File: src/rtl/core/assert_macros.svh
// Assertion macros shared by the RTL, empty in synthesis builds.
`ifndef ASSERT_MACROS_SVH
`define ASSERT_MACROS_SVH

`ifndef SYNTHESIS
`define ASSERT_ALWAYS(label, clk, rst, expr) \
   label: assert property (@(posedge clk) disable iff (rst) (expr)) \
      else $error("assertion failed");
`define ASSERT_IMPLY(label, clk, rst, ante, cons) \
   label: assert property (@(posedge clk) disable iff (rst) (ante) |-> (cons)) \
      else $error("assertion failed");
`define ASSERT_NEXT(label, clk, rst, ante, cons) \
   label: assert property (@(posedge clk) disable iff (rst) (ante) |=> (cons)) \
      else $error("assertion failed");
`else
`define ASSERT_ALWAYS(label, clk, rst, expr)
`define ASSERT_IMPLY(label, clk, rst, ante, cons)
`define ASSERT_NEXT(label, clk, rst, ante, cons)
`endif

`endif

File: src/rtl/core/civ_pkg.sv
// Types, constants and calendar tables for the date-to-epoch converter.
package civ_pkg;

   localparam int REQ_W   = 40;
   localparam int RSP_W   = 40;
   localparam int YEAR_W  = 14;
   localparam int MONTH_W = 4;
   localparam int DAY_W   = 5;
   localparam int HOUR_W  = 5;
   localparam int MIN_W   = 6;
   localparam int SEC_W   = 6;
   localparam int EPOCH_W = 39;
   localparam int DAYS_W  = 22;
   localparam int HMS_W   = 17;
   localparam int MUL_A_W = 14;
   localparam int MUL_B_W = 13;
   localparam int MUL_P_W = 27;
   localparam int QUOT_W  = 8;
   localparam int Q400_W  = 6;
   localparam int RECIP_SHIFT = 19;

   // floor(n/100) == (n * 5243) >> 19 for every n below 2**14
   localparam logic [MUL_B_W-1:0] RECIP_100     = 13'd5243;
   localparam logic [MUL_B_W-1:0] DAYS_PER_YEAR = 13'd365;
   localparam logic [YEAR_W-1:0]  EPOCH_YEAR    = 14'd1970;
   localparam logic [YEAR_W-1:0]  YEAR_MAX      = 14'd9999;
   // leap years in 1..1969
   localparam logic [DAYS_W-1:0]  LEAPS_TO_EPOCH = 22'd477;
   localparam logic [HMS_W-1:0]   SECS_PER_DAY   = 17'd86400;
   localparam logic [HMS_W-1:0]   SECS_PER_HOUR  = 17'd3600;
   localparam logic [HMS_W-1:0]   SECS_PER_MIN   = 17'd60;
   localparam logic [EPOCH_W-1:0] EPOCH_MAX      = 39'd253402300799;

   localparam logic [MONTH_W-1:0] MONTH_FEB  = 4'd2;
   localparam logic [MONTH_W-1:0] MONTH_MAX  = 4'd12;
   localparam logic [HOUR_W-1:0]  HOUR_MAX   = 5'd23;
   localparam logic [MIN_W-1:0]   MINSEC_MAX = 6'd59;

   typedef enum logic [3:0] {
      ST_IDLE,
      ST_Q100Y,
      ST_Q100P,
      ST_Q400P,
      ST_Y365,
      ST_DAYS,
      ST_SCALE,
      ST_SUM
   } civ_state_type;

   typedef enum logic [3:0] {
      CMD_NONE,
      CMD_LOAD,
      CMD_Q100Y,
      CMD_Q100P,
      CMD_Q400P,
      CMD_Y365,
      CMD_DAYS,
      CMD_SCALE,
      CMD_OUT
   } civ_cmd_type;

   // length of a month in a common year; nonsense months read zero
   function automatic logic [DAY_W-1:0] civ_month_len(input logic [MONTH_W-1:0] m);
      logic [DAY_W-1:0] len;
      unique case (m)
         4'd1, 4'd3, 4'd5, 4'd7, 4'd8, 4'd10, 4'd12: len = 5'd31;
         4'd4, 4'd6, 4'd9, 4'd11:                   len = 5'd30;
         4'd2:                                      len = 5'd28;
         default:                                   len = 5'd0;
      endcase
      return len;
   endfunction

   // days before the first of month m in a common year
   function automatic logic [8:0] civ_days_before(input logic [MONTH_W-1:0] m);
      logic [8:0] d;
      unique case (m)
         4'd2:    d = 9'd31;
         4'd3:    d = 9'd59;
         4'd4:    d = 9'd90;
         4'd5:    d = 9'd120;
         4'd6:    d = 9'd151;
         4'd7:    d = 9'd181;
         4'd8:    d = 9'd212;
         4'd9:    d = 9'd243;
         4'd10:   d = 9'd273;
         4'd11:   d = 9'd304;
         4'd12:   d = 9'd334;
         default: d = 9'd0;
      endcase
      return d;
   endfunction

endpackage

File: src/rtl/core/civ_ctrl.sv
// Sequencer for the date-to-epoch converter: steps the datapath, owns handshakes.
module civ_ctrl (
   input  logic                 clock,
   input  logic                 reset,
   input  logic                 req_tvalid,
   output logic                 req_tready,
   output logic                 rsp_tvalid,
   input  logic                 rsp_tready,
   output civ_pkg::civ_cmd_type cmd
);
   import civ_pkg::*;

   civ_state_type state_ff, state_in;
   logic          rsp_valid_ff, rsp_valid_in;
   logic          out_free;

   assign out_free = !rsp_valid_ff || rsp_tready;

   always_ff @(posedge clock) begin
      if (reset) begin
         state_ff     <= ST_IDLE;
         rsp_valid_ff <= 1'b0;
      end else begin
         state_ff     <= state_in;
         rsp_valid_ff <= rsp_valid_in;
      end
   end

   // next state
   always_comb begin
      state_in = state_ff;
      unique case (state_ff)
         ST_IDLE:  if (req_tvalid) state_in = ST_Q100Y;
         ST_Q100Y: state_in = ST_Q100P;
         ST_Q100P: state_in = ST_Q400P;
         ST_Q400P: state_in = ST_Y365;
         ST_Y365:  state_in = ST_DAYS;
         ST_DAYS:  state_in = ST_SCALE;
         ST_SCALE: state_in = ST_SUM;
         ST_SUM:   if (out_free) state_in = ST_IDLE;
         default:  state_in = ST_IDLE;
      endcase
   end

   // outputs
   always_comb begin
      req_tready = 1'b0;
      cmd        = CMD_NONE;
      unique case (state_ff)
         ST_IDLE: begin
            req_tready = 1'b1;
            if (req_tvalid) cmd = CMD_LOAD;
         end
         ST_Q100Y: cmd = CMD_Q100Y;
         ST_Q100P: cmd = CMD_Q100P;
         ST_Q400P: cmd = CMD_Q400P;
         ST_Y365:  cmd = CMD_Y365;
         ST_DAYS:  cmd = CMD_DAYS;
         ST_SCALE: cmd = CMD_SCALE;
         ST_SUM:   if (out_free) cmd = CMD_OUT;
         default:  cmd = CMD_NONE;
      endcase
   end

   always_comb begin
      if (cmd == CMD_OUT) begin
         rsp_valid_in = 1'b1;
      end else if (rsp_tready) begin
         rsp_valid_in = 1'b0;
      end else begin
         rsp_valid_in = rsp_valid_ff;
      end
   end

   assign rsp_tvalid = rsp_valid_ff;

endmodule

File: src/rtl/core/civ_dp.sv
// Datapath for the date-to-epoch converter: field checks, day count, scaling.
module civ_dp (
   input  logic                          clock,
   input  civ_pkg::civ_cmd_type          cmd,
   input  logic [civ_pkg::REQ_W-1:0]     req_tdata,
   output logic [civ_pkg::RSP_W-1:0]     rsp_tdata,
   output logic                          rsp_tuser
);
   import civ_pkg::*;

   logic [YEAR_W-1:0]  year_ff;
   logic [MONTH_W-1:0] month_ff;
   logic [DAY_W-1:0]   day_ff;
   logic [HOUR_W-1:0]  hour_ff;
   logic [MIN_W-1:0]   minute_ff;
   logic [SEC_W-1:0]   second_ff;

   logic [HMS_W-1:0]   hms_ff, hms_in;
   logic [QUOT_W-1:0]  q100y_ff, q100p_ff;
   logic [Q400_W-1:0]  q400p_ff;
   logic [DAYS_W-1:0]  y365_ff;
   logic               leap_ff, leap_in;
   logic [DAYS_W-1:0]  days_ff, days_in;
   logic               invalid_ff, invalid_in;
   logic [EPOCH_W-1:0] prod_ff;
   logic [EPOCH_W-1:0] epoch_ff, epoch_in;
   logic               inv_out_ff;

   logic [YEAR_W-1:0]  year_m1;
   logic [MUL_A_W-1:0] mul_a;
   logic [MUL_B_W-1:0] mul_b;
   logic [MUL_P_W-1:0] mul_p;
   logic [QUOT_W-1:0]  quot;
   logic               century;
   logic [DAYS_W-1:0]  leaps;
   logic [DAY_W:0]     dim;
   logic               leap_adj;

   assign year_m1 = year_ff - 14'd1;

   // one shared constant multiplier, used by the division and year steps
   always_comb begin
      mul_a = '0;
      mul_b = '0;
      unique case (cmd)
         CMD_Q100Y: begin
            mul_a = year_ff;
            mul_b = RECIP_100;
         end
         CMD_Q100P: begin
            mul_a = year_m1;
            mul_b = RECIP_100;
         end
         CMD_Q400P: begin
            mul_a = {2'b00, year_m1[YEAR_W-1:2]};
            mul_b = RECIP_100;
         end
         CMD_Y365: begin
            mul_a = year_ff - EPOCH_YEAR;
            mul_b = DAYS_PER_YEAR;
         end
         default: begin
            mul_a = '0;
            mul_b = '0;
         end
      endcase
   end

   assign mul_p = MUL_P_W'(mul_a) * MUL_P_W'(mul_b);
   assign quot  = mul_p[RECIP_SHIFT +: QUOT_W];

   assign hms_in = HMS_W'(hour_ff) * SECS_PER_HOUR + HMS_W'(minute_ff) * SECS_PER_MIN
                 + HMS_W'(second_ff);

   // year divisible by 100 when q*100 gives it back
   assign century = (15'(q100y_ff) * 15'd100) == {1'b0, year_ff};
   assign leap_in = (year_ff[1:0] == 2'b00) && (!century || (q100y_ff[1:0] == 2'b00));

   assign leaps    = DAYS_W'(year_m1[YEAR_W-1:2]) - DAYS_W'(q100p_ff) + DAYS_W'(q400p_ff)
                   - LEAPS_TO_EPOCH;
   assign leap_adj = leap_ff && (month_ff > MONTH_FEB);
   assign days_in  = y365_ff + leaps + DAYS_W'(civ_days_before(month_ff))
                   + DAYS_W'(leap_adj) + DAYS_W'(day_ff) - 22'd1;

   assign dim = {1'b0, civ_month_len(month_ff)}
              + (DAY_W+1)'(leap_ff && (month_ff == MONTH_FEB));

   assign invalid_in = (year_ff < EPOCH_YEAR) || (year_ff > YEAR_MAX)
                    || (month_ff == '0) || (month_ff > MONTH_MAX)
                    || (day_ff == '0) || ({1'b0, day_ff} > dim)
                    || (hour_ff > HOUR_MAX) || (minute_ff > MINSEC_MAX)
                    || (second_ff > MINSEC_MAX);

   assign epoch_in = invalid_ff ? '1 : prod_ff + EPOCH_W'(hms_ff);

   always_ff @(posedge clock) begin
      if (cmd == CMD_LOAD) begin
         year_ff   <= req_tdata[13:0];
         month_ff  <= req_tdata[17:14];
         day_ff    <= req_tdata[22:18];
         hour_ff   <= req_tdata[27:23];
         minute_ff <= req_tdata[33:28];
         second_ff <= req_tdata[39:34];
      end
      if (cmd == CMD_Q100Y) begin
         q100y_ff <= quot;
         hms_ff   <= hms_in;
      end
      if (cmd == CMD_Q100P) q100p_ff <= quot;
      if (cmd == CMD_Q400P) q400p_ff <= quot[Q400_W-1:0];
      if (cmd == CMD_Y365) begin
         y365_ff <= mul_p[DAYS_W-1:0];
         leap_ff <= leap_in;
      end
      if (cmd == CMD_DAYS) begin
         days_ff    <= days_in;
         invalid_ff <= invalid_in;
      end
      if (cmd == CMD_SCALE) prod_ff <= EPOCH_W'(days_ff) * EPOCH_W'(SECS_PER_DAY);
      if (cmd == CMD_OUT) begin
         epoch_ff   <= epoch_in;
         inv_out_ff <= invalid_ff;
      end
   end

   assign rsp_tdata = {1'b0, epoch_ff};
   assign rsp_tuser = inv_out_ff;

endmodule

File: src/rtl/core/civil_date_to_epoch_seconds.sv
// rsp_tvalid is registered: it rises as the sequencer leaves its last step and loads the output register.
// One transaction at a time: a request is taken only in idle, then runs the sequencer's 8-step pass through
// the shared constant multiplier (3 divisions by 100, year x 365) and the day scaling.
// A result waits in the output register while the next request runs; the next result stalls
// in the last step until that register empties.
// Reset (synchronous, active high) idles the sequencer and drops rsp_tvalid; datapath not reset.
`include "assert_macros.svh"

module civil_date_to_epoch_seconds (
   input  logic                          clock,
   input  logic                          reset,
   // request channel
   input  logic                          req_tvalid,
   output logic                          req_tready,
   // year[13:0], month[17:14], day[22:18], hour[27:23], minute[33:28], second[39:34]
   input  logic [civ_pkg::REQ_W-1:0]     req_tdata,
   // response channel
   output logic                          rsp_tvalid,
   input  logic                          rsp_tready,
   // epoch_seconds[38:0] (signed), bit 39 zero pad
   output logic [civ_pkg::RSP_W-1:0]     rsp_tdata,
   // invalid[0]
   output logic                          rsp_tuser
);
   import civ_pkg::*;

   civ_cmd_type cmd;

   // Sequencer: one pass per transaction.
   //   idle  -> take request, latch fields
   //   q100y -> year/100 (leap test), h/m/s seconds
   //   q100p -> (year-1)/100
   //   q400p -> (year-1)/400
   //   y365  -> (year-1970)*365, leap flag
   //   days  -> total day count, range checks
   //   scale -> days*86400
   //   sum   -> add time of day, load output register when free
   civ_ctrl u_ctrl (
      .clock      (clock),
      .reset      (reset),
      .req_tvalid (req_tvalid),
      .req_tready (req_tready),
      .rsp_tvalid (rsp_tvalid),
      .rsp_tready (rsp_tready),
      .cmd        (cmd)
   );

   // Datapath: divisions by 100 and 400 are reciprocal multiplies on one
   // shared 14x13 multiplier; invalid dates force an all-ones epoch.
   civ_dp u_dp (
      .clock     (clock),
      .cmd       (cmd),
      .req_tdata (req_tdata),
      .rsp_tdata (rsp_tdata),
      .rsp_tuser (rsp_tuser)
   );

   // an invalid result always carries -1
   `ASSERT_IMPLY(a_invalid_all_ones, clock, reset, rsp_tvalid && rsp_tuser,
      rsp_tdata[EPOCH_W-1:0] == '1)

   // a valid result stays within year 9999 and keeps the pad bit clear
   `ASSERT_IMPLY(a_valid_in_range, clock, reset, rsp_tvalid && !rsp_tuser,
      (rsp_tdata[EPOCH_W-1:0] <= EPOCH_MAX) && !rsp_tdata[RSP_W-1])

   // only one transaction in flight: taking a request closes the input
   `ASSERT_NEXT(a_one_in_flight, clock, reset, req_tvalid && req_tready, !req_tready)

endmodule
File: config.mk
export PLATFORM = sky130hd
export DESIGN_NAME = civil_date_to_epoch_seconds
export DESIGN_NICKNAME = d
export VERILOG_FILES = /design/src/rtl/core/civ_pkg.sv /design/src/rtl/core/civ_ctrl.sv /design/src/rtl/core/civ_dp.sv /design/src/rtl/core/civil_date_to_epoch_seconds.sv
export VERILOG_INCLUDE_DIRS = /design/src /design/src/rtl/core
export SDC_FILE = /design/constraint.sdc
export NUM_CORES = 1
export LEC_CHECK = 0
export BUFFER_PORTS_ARGS = -buffer_cell sky130_fd_sc_hd__buf_4
export CORE_ASPECT_RATIO = 0.7
export CORE_MARGIN = 4
export CORE_UTILIZATION = 48
export CTS_BUF_LIST = sky130_fd_sc_hd__clkbuf_8
export DETAILED_ROUTE_END_ITERATION = 12
export PLACE_DENSITY = 0.76
export SYNTH_ARGS = -nofsm -noshare
export SYNTH_HDL_FRONTEND = slang
export SYNTH_SLANG_ARGS = --single-unit
File: constraint.sdc
create_clock -name clock -period 18.7 [get_ports clock]
set_clock_uncertainty 0.1 [all_clocks]
set_input_delay 4.675 -clock clock [delete_from_list [all_inputs] [get_ports clock]]
set_output_delay 4.675 -clock clock [all_outputs]
set_load 0.02 [all_outputs]
# ---- Word level (Yosys, flattened, before mapping)
# Memory sizes are Yosys's and may differ from the RTL's. A register that Yosys moved wholly into a read port is not among the register bits.
# Index checks and enable logic that the tools add are counted.
dict set report op_classes {
  n_addsub 14
  multipliers 5
  n_lt_le_gt_ge 8
  n_eq_ne 19
  muxes 13
  reduce_logical 23
}
# op count
set op_table {}
lappend op_table {{$pmux W4 S8} 2}
lappend op_table {{$pmux W14 S4} 1}
lappend op_table {{$add A39 B17 Y39} 1}
lappend op_table {{$eq A4 B3 Y1 const B} 8}
lappend op_table {{$mul A22 B10 Y32 const B} 1}
lappend op_table {{$mul A14 B13 Y27} 1}
lappend op_table {{$pmux W13 S2} 1}
lappend op_table {{$add A22 B1 Y22} 1}
lappend op_table {{$add A22 B22 Y22} 1}
lappend op_table {{$add A22 B5 Y22} 1}
lappend op_table {{$add A22 B6 Y22} 1}
lappend op_table {{$add A22 B9 Y22} 1}
lappend op_table {{$sub A22 B1 Y22 const B} 1}
lappend op_table {{$sub A22 B9 Y22 const B} 1}
lappend op_table {{$eq A4 B2 Y1 const B} 5}
lappend op_table {{$mux W4} 5}
lappend op_table {{$add A17 B12 Y17} 1}
lappend op_table {{$add A17 B6 Y17} 1}
lappend op_table {{$eq A15 B14 Y1} 1}
lappend op_table {{$gt A14 B14 Y1 const B} 1}
lappend op_table {{$lt A14 B11 Y1 const B} 1}
lappend op_table {{$sub A14 B1 Y14 const B} 1}
lappend op_table {{$sub A14 B11 Y14 const B} 1}
lappend op_table {{$mul A5 B8 Y13 const B} 1}
lappend op_table {{23 further kinds} 42}
dict set report word_totals {
  regBits 202
  romBits 224
  in_bits 44
  output_inout_bits 43
  elab_cells 103
  mem_count 2
}
# memory words word_bits rd rd_clocked_by_memory_dff write_ports line
set memory_table {}
lappend memory_table {{(name not given)} 16 9 1 1 0 civ_pkg.sv:77} ;# unique case (m)
lappend memory_table {{(name not given)} 16 5 1 1 0 civ_pkg.sv:65} ;# unique case (m)

# ---- Logic depth before layout (Yosys ltp)
# Gate-level depths: netlist of run 1.
dict set report depth {
  ltp_word 9
  depth_mapped 31
  ltp_nobuf 30
}

# ---- By module
# A second synthesis of run 1 with hierarchy kept.
dict set report hier_totals {
  cells_unflattened 2236
  area_unflattened_um2 22536.6
}
# module n_inst cells_per_inst area_each_um2
set modules_own_cells {}
lappend modules_own_cells {civ_dp 1 2210 22295.1}
lappend modules_own_cells {civ_ctrl 1 26 241.5}

# ---- Worst setup path after synthesis of run 1
# OpenSTA, ideal clock, no wires.
dict set report synth_timing {
  path_kind {input to register}
  startpoint {input port req_tvalid}
  endpoint {register u_dp.q100p_ff[7] (data pin)}
  arrival_time_ps 10703
  slack_ps 7633
  cell_stages 25
  cell_sequence {or2_2 -> a21oi_2 -> nand4_1 -> inv_1 -> a21oi_1 -> a21oi_1 -> a221oi_2 -> inv_1 -> fa_1 -> ha_1 -> inv_1 -> fa_1 -> inv_1 -> fa_1 -> inv_1 -> fa_1 -> inv_1 -> ha_1 -> a2111oi_0 -> a211oi_1 -> o21ai_1 -> o21ai_0 -> a211o_1 -> a21oi_1 -> xnor2_1}
}
dict set report synth_via {
  elab_chain_cells 6
}
# element line
set synth_lines {}
lappend synth_lines {{from (decl)} civil_date_to_epoch_seconds.sv:13} ;# input logic req_tvalid,
lappend synth_lines {{$mux W1 (*)} civ_ctrl.sv:52} ;# if (req_tvalid) cmd = CMD_LOAD;
lappend synth_lines {{$pmux W4 S8 (*)} civ_ctrl.sv:49} ;# unique case (state_ff)
lappend synth_lines {{$eq A4 B3 Y1 or $eq A4 B2 Y1 (tied branches)} civ_dp.sv:45} ;# unique case (cmd)
lappend synth_lines {{$reduce_or A3 Y1 (no line)} -}
lappend synth_lines {{$pmux W13 S2} civ_dp.sv:45}
lappend synth_lines {{$mul A14 B13 Y27 (*)} civ_dp.sv:69} ;# assign mul_p = MUL_P_W'(mul_a) * MUL_P_W'(mul_b);
lappend synth_lines {{net u_dp.mul_p[26]} civ_dp.sv:32} ;# logic [MUL_P_W-1:0] mul_p;
lappend synth_lines {{to (signal assigned)} civ_dp.sv:109} ;# if (cmd == CMD_Q100P) q100p_ff <= quot;
lappend synth_lines {{to (decl)} civ_dp.sv:19} ;# logic [QUOT_W-1:0] q100y_ff, q100p_ff;
# Mark *: on every way through the listed nets, which the timed path passes. The rest lies on a longest branch.
# A chain may end at the register's enable or synchronous reset.

# ---- Final worst setup path of run 1
# Ends and elaborated chain as after synthesis.

==> results of run 1 <==
==> cell families (layout without fill, tap and decap cells) <==
| logic type | Yosys count | after routing | share of synthesized area [%] |
|---|---|---|---|
| adders and majority gates | 565 | 565 | 37.0 |
| buffers and inverters | 543 | 666 | 9.32 |
| and+or+nand+nor | 360 | 360 | 8.42 |
| AOI/OAI and AO/OA | 349 | 349 | 10.3 |
| DFF | 213 | 213 | 27.7 |
| xor gates and xnor gates | 177 | 177 | 6.91 |
| muxes | 7 | 7 | 0.355 |
| other | 1 | 1 | 0.0166 |
==> through the flow <==
stage	util, %	area, um^2	hold WS (ns)
after floorplan	-	22500	0.300
after global placement	51.4	23800	0.312
after detailed placement	51.4	23800	0.321
after CTS	52.8	24500	0.327
after global routing	52.8	24500	0.326
final	52.8	24500	0.325
==> critical path: stages <==
cell and delay, ns:
buf_4 0.11, or2_2 0.29, a21oi_2 0.37, nand4_1 0.28, inv_1 0.87, a21oi_1 0.07
a21oi_1 0.25, a221oi_2 0.08, nor2_1 0.36, ha_1 0.20, inv_1 0.05, fa_1 0.53
inv_1 0.06, fa_1 0.50, fa_1 0.55, inv_1 0.06, fa_1 0.54, inv_1 0.04
ha_1 0.35, a21o_1 0.21, a21oi_1 0.22, nand3_1 0.11, o21ai_1 0.26, o21ai_0 0.27
a211o_1 0.31, a21oi_1 0.18, xnor2_1 0.12
==> per-layer routing <==
metal / vias up / track usage [%]
li1: 7560 / -
met1: 7479 / 27.0
met2: 382 / 29.2
met3: 77 / 2.96
met4: 0 / 3.68
met5: - / 0
==> state kept, by name, summed over array words and instances (netlist names), 6 cells and up, named ones only <==
register and flops:
u_dp.prod_ff 32, u_dp.q100y_ff 8, u_dp.minute_ff 6, u_dp.y365_ff 22, u_dp.hms_ff 17, u_dp.q100p_ff 8, u_dp.epoch_ff 39, u_dp.second_ff 6
u_dp.days_ff 22, u_dp.year_ff 14, u_dp.q400p_ff 6
==> final cells by class <==
cell class                 count  area [um^2]
inverter                     514         1930
clock inverter                24          159
tap                          612          766
timing repair buffer          92          691
multi-input combinational   1459        14200
fill                        4088        21900
sequential                   213         6240
clock buffer                  36          495
==> worst paths after layout <==
check,from,to
hold / removal,u_dp.second_ff[0],u_dp.hms_ff[0]
setup reg to reg,u_dp.year_ff[2],u_dp.q400p_ff[5]
setup / recovery,req_tvalid,u_dp.q100p_ff[7]
hold reg to reg,u_dp.second_ff[0],u_dp.hms_ff[0]
==> cells in the final DEF, fill, tap and decap left out, drive strengths merged, types with 15 or more instances in the layout <==
master  Yosys  final
dfxtp      16     16
nor3       26     26
nor2b      23     23
a211oi     16     16
and3       15     15
o21bai     24     24
nand2      92     92
edfxtp    197    197
nand3      30     30
o21ai      74     74
nand2b     22     22
a21oi     104    104
xor2       52     52
a21o       46     46
ha        394    394
buf        20     92
clkbuf      9     36
xnor2     125    125
fa        170    170
inv       514    527
nor2       83     83
==> summary.md, run 1 <==
| Metric | Value |
|---|---|
| Outcome | finished clean |
| Largest net degree at the start of global routing | 42 |
| Area added between synthesis and finish | 8.66% |
| Total CTS buffers | 36 |
| Initial Util | 48.6% |
| Register area share after synthesis | 27.7% |
| Max-slew violations | 0 |
| Placed cells | 2890 |
| Dpl ws | 6.41 ns |
| Post-CTS sizing | 0 |
| Critical path arrival | 11.95 ns |
| Initial antenna violation count | 0 |
| CTS clk-pin slew, worst paths | 0.06 ns |
| CTS tree | yes |
| Hold_buf cts | 0 |
| Total track usage | 18.5% |
| Synth warnings | 0 |
| 1st-iter DRT viols | 960 |
| Critical Path Start Type | input pin |
| Count leader, synth | inv_1 |
| Global-route wire length before repair | 76500 um |
| CTS Buffer Depth | 3 |
| Syn Inst Count | 2215 |
| Worst hold path class | reg -> reg |
| Post-synth cell types | 93 |
| RSZ-0062 raised after global routing | no |
| Fin. Hold Viols | 0 |
| 1st-pass router iterations | 6 |
| Die height | 189 um |
| Die area | 50500 um^2 |
| Metal2 WL | 21000 um |
| Wire length on met3 | 2540 um |
| Die X | 267 um |
| Register-to-register setup slack | 10.12 ns |
| Final std cells w/o fill | 2950 |
| Synth async-reset ratio | 0% |
| Top cells by area, synth | edfxtp_1, ha_1, fa_1 |
| Antenna-violating nets left | 0 |
| Cell taking the most area after synthesis | edfxtp_1 |
| Headroom to the max-slew limit | 26.6% |
| Worst Max-Slew Pin Slew | 1.10 ns |
| Final WS setup | 6.94 ns |
| Top cell type's share of synthesized area | 26.2% |
| Syn Nets | 2823 |
| Synthesized area | 22500 um^2 |
| # setup viols final | 0 |
| FF-to-FF path depth | 27 |
| Hold Path Cell Cnt | 0 |
| Vias | 15500 |
| CTS Sinks | 213 |
| Yosys reg bits | 213 |
| Highest metal used | met4 |
| Max Fclk | 85.0 MHz |
| Io pins | 87 |
| Final HPWL DP | 39400 um |
| Drt drc | 0 |
| CTS Root Cell | clkbuf_8 |
| Critical path class | in -> reg |
| Max cap viols | 0 |
| Core ar. | 46400 um^2 |
| Setup TNS | 0 ns |
| Met1 WL | 22500 um |
| Number of global-route vias before repair | 15400 |
| Antenna Cells | 0 |
| Main synth FF type | edfxtp_1 |
| Share of cells above drive strength 1 | 8.51% |
| Routability Congestion | 0.906 |
| Post-CTS Setup Bufs | 0 |
| Setup crit end kind | flip-flop |
| Crit path time final | 11.77 ns |
| Syn_area_per_cell | 10.2 um^2 |
| WL per Instance | 15.9 um |
| Max H-tree Level | 2 |
| IO buf count | 85 |
| Row cnt | 66 |
| Total grt overflow | 0 |
| EDFF count, synth | 197 |
| WL final | 46800 um |
| Worst Path Required | 18.89 ns |
| Worst skew pair latency | 0.55 ns |
| Worst-path maximum fanout | 26 |
| Top post-synthesis cells by count | inv_1, ha_1, edfxtp_1 |
| Final period utilization | 62.9% |
| Number of vias per cell | 5.25 |
| Nets | 2924 |
Power of run 1 is not shown: default switching activity piles up to over one toggle a cycle in this logic, so the estimate is an artifact.
==> run 2: changes to the inputs <==
--- a/config.mk
+++ b/config.mk
@@ -12,7 +12,7 @@
 export CORE_UTILIZATION = 48
 export CTS_BUF_LIST = sky130_fd_sc_hd__clkbuf_8
 export DETAILED_ROUTE_END_ITERATION = 12
-export PLACE_DENSITY = 0.76
+export PLACE_DENSITY = 0.79
 export SYNTH_ARGS = -nofsm -noshare
 export SYNTH_HDL_FRONTEND = slang
 export SYNTH_SLANG_ARGS = --single-unit
==> constraint.sdc (replaced) <==
create_clock -name clock -period 9.6 [get_ports clock]
set_clock_uncertainty 0.1 [all_clocks]
set_input_delay 2.4 -clock clock [delete_from_list [all_inputs] [get_ports clock]]
set_output_delay 2.4 -clock clock [all_outputs]
set_load 0.02 [all_outputs]
==> run 2 against run 1 <==
Net effect:
- die area stayed put
- register-to-register slack worse by 8.7 ns
- critical path depth is 1 higher
- setup slack worse by 6.3 ns
- non-clock buffer count is 13 higher
- worst hold slack better by 0.011 ns
- final area is 0.91% higher
- via count is 0.97% higher
- largest cell class unchanged
==> summary.md, run 2 (synthesized netlist as in run 1, its figures left out) <==
| Metric | Value |
|---|---|
| Post-CTS Setup Bufs | 0 |
| Worst Path Required | 9.80 ns |
| Global-route wire length before repair | 77500 um |
| Grt met2 use | 30.1% |
| Largest net degree at the start of global routing | 42 |
| Post-CTS sizing | 0 |
| Area added between synthesis and finish | 9.65% |
| 1st-pass router iterations | 6 |
| CTS Root Cell | clkbuf_8 |
| Max-slew violations | 0 |
| Max Fclk | 112 MHz |
| RSZ-0062 raised after global routing | no |
| Fillers | 3985 |
| Die X | 267 um |
| Slowest-stage cell, CP | fa_1 |
| Initial antenna violation count | 1 |
| Nets | 2938 |
| Die height | 189 um |
| Dpl ws | 0.182 ns |
| Critical path arrival | 9.14 ns |
| Max H-tree Level | 2 |
| Worst-path maximum fanout | 8 |
| Commonest non-fill, non-tap cells in the layout | inv_1, ha_1, edfxtp_1 |
| Critical path class | in -> reg |
| Final period utilization | 93.1% |
| Initial Util | 48.6% |
| Area after DPL | 23900 um^2 |
| Critical Path Start Type | input pin |
| Antenna-violating nets left | 0 |
| 1st-iter DRT viols | 1102 |
| Most common cell on crit path | inv_1 |
| Total track usage | 18.8% |
| Total CTS buffers | 37 |
| Worst skew pair latency | 0.56 ns |
| # setup viols final | 0 |
| Crit path time final | 8.93 ns |
| Vias | 15600 |
| CTS Sinks | 213 |
| Routability Congestion | 0.940 |
| Die area | 50500 um^2 |
| Headroom to the max-slew limit | 35.0% |
| Outcome | finished clean |
| Max reg flops | 39 |
| GRT busiest layer | met2 |
| Most flops, register | u_dp.epoch_ff |
| Hold_buf cts | 0 |
| Total grt overflow | 0 |
| IO buf count | 85 |
| Share of cells above drive strength 1 | 9.33% |
| Worst Max-Slew Pin Slew | 0.965 ns |
| Met3 Usage GRT | 4.13% |
| Drt drc | 0 |
| CTS clk-pin slew, worst paths | 0.06 ns |
| Setup crit end kind | flip-flop |
| Fin. Hold Viols | 0 |
| CTS Buffer Depth | 3 |
| Biggest regs | u_dp.epoch_ff: 39 flops, u_dp.prod_ff: 32 flops |
| Commonest non-fill, non-tap cell in the layout | inv_1 |
| Io pins | 87 |
| Row cnt | 66 |
| Core ar. | 46400 um^2 |
| Final HPWL DP | 40100 um |
| CTS tree | yes |
| Final WS setup | 0.665 ns |
| Antenna Cells | 0 |
| Number of global-route vias before repair | 15600 |
| Met1 Use GR | 26.3% |
| WL per Instance | 16.1 um |
| Final instance area | 24700 um^2 |
| CP peak stage delay | 0.53 ns |
| Setup TNS | 0 ns |
| Number of vias per cell | 5.27 |
| Max cap viols | 0 |
| WL final | 47900 um |
| Worst hold path class | reg -> reg |
-- run 2: cell types whose count changed in the layout (fill, tap and decap cells not counted), sizes merged --
cell / previous run / this run
buf: 92 / 105
bufinv: 2 / 4
clkbuf: 36 / 39
clkinv: 7 / 12
inv: 527 / 525
-- run 2: final timing paths --
path,from,end,slack [ns],cells after the start
min,u_dp.second_ff[1],u_dp.hms_ff[1],0.34,0
max reg2reg,u_dp.year_ff[1],u_dp.q100p_ff[7],1.41,28
min reg2reg,u_dp.second_ff[1],u_dp.hms_ff[1],0.34,0
max,req_tvalid,u_dp.q100p_ff[7],0.67,28
-- run 2: critical path: cells and delay by family --
family | cells | cell delay [ns]
buffers and inverters | 7 | 0.64
AOI/OAI and AO/OA | 8 | 2.25
and+or+nand+nor | 5 | 0.94
adders and majority gates | 6 | 2.66
xor gates and xnor gates | 2 | 0.25
-- run 2: cell type report --
type,instances,area (um^2),area share (%)
flip-flops and latches,213,6240,25.2
inverters,514,1930,7.81
repair buffers,105,788,3.19
clock inverters,29,244,0.987
clock buffers,39,537,2.17
well taps,612,766,3.10
multi-input cells,1459,14200,57.5
-- run 2: per-layer routing --
layer	vias to the layer above	part of all wire, %
met5	-	0
met4	0	1.9
met3	79	7.0
met2	445	46
met1	7540	46
li1	7584	-
-- run 2: metrics by stage --
step / std cells / util [%] / hold WS (ns)
2_1_floorplan: 2215 / - / 0.300
5_1_grt: 2971 / 53.3 / 0.357
3_3_place_gp: 2903 / 51.6 / 0.328
6_report: 2971 / 53.3 / 0.336
3_5_place_dp: 2903 / 51.6 / 0.321
4_1_cts: 2971 / 53.3 / 0.337
Power of run 2 is left out for the same reason.
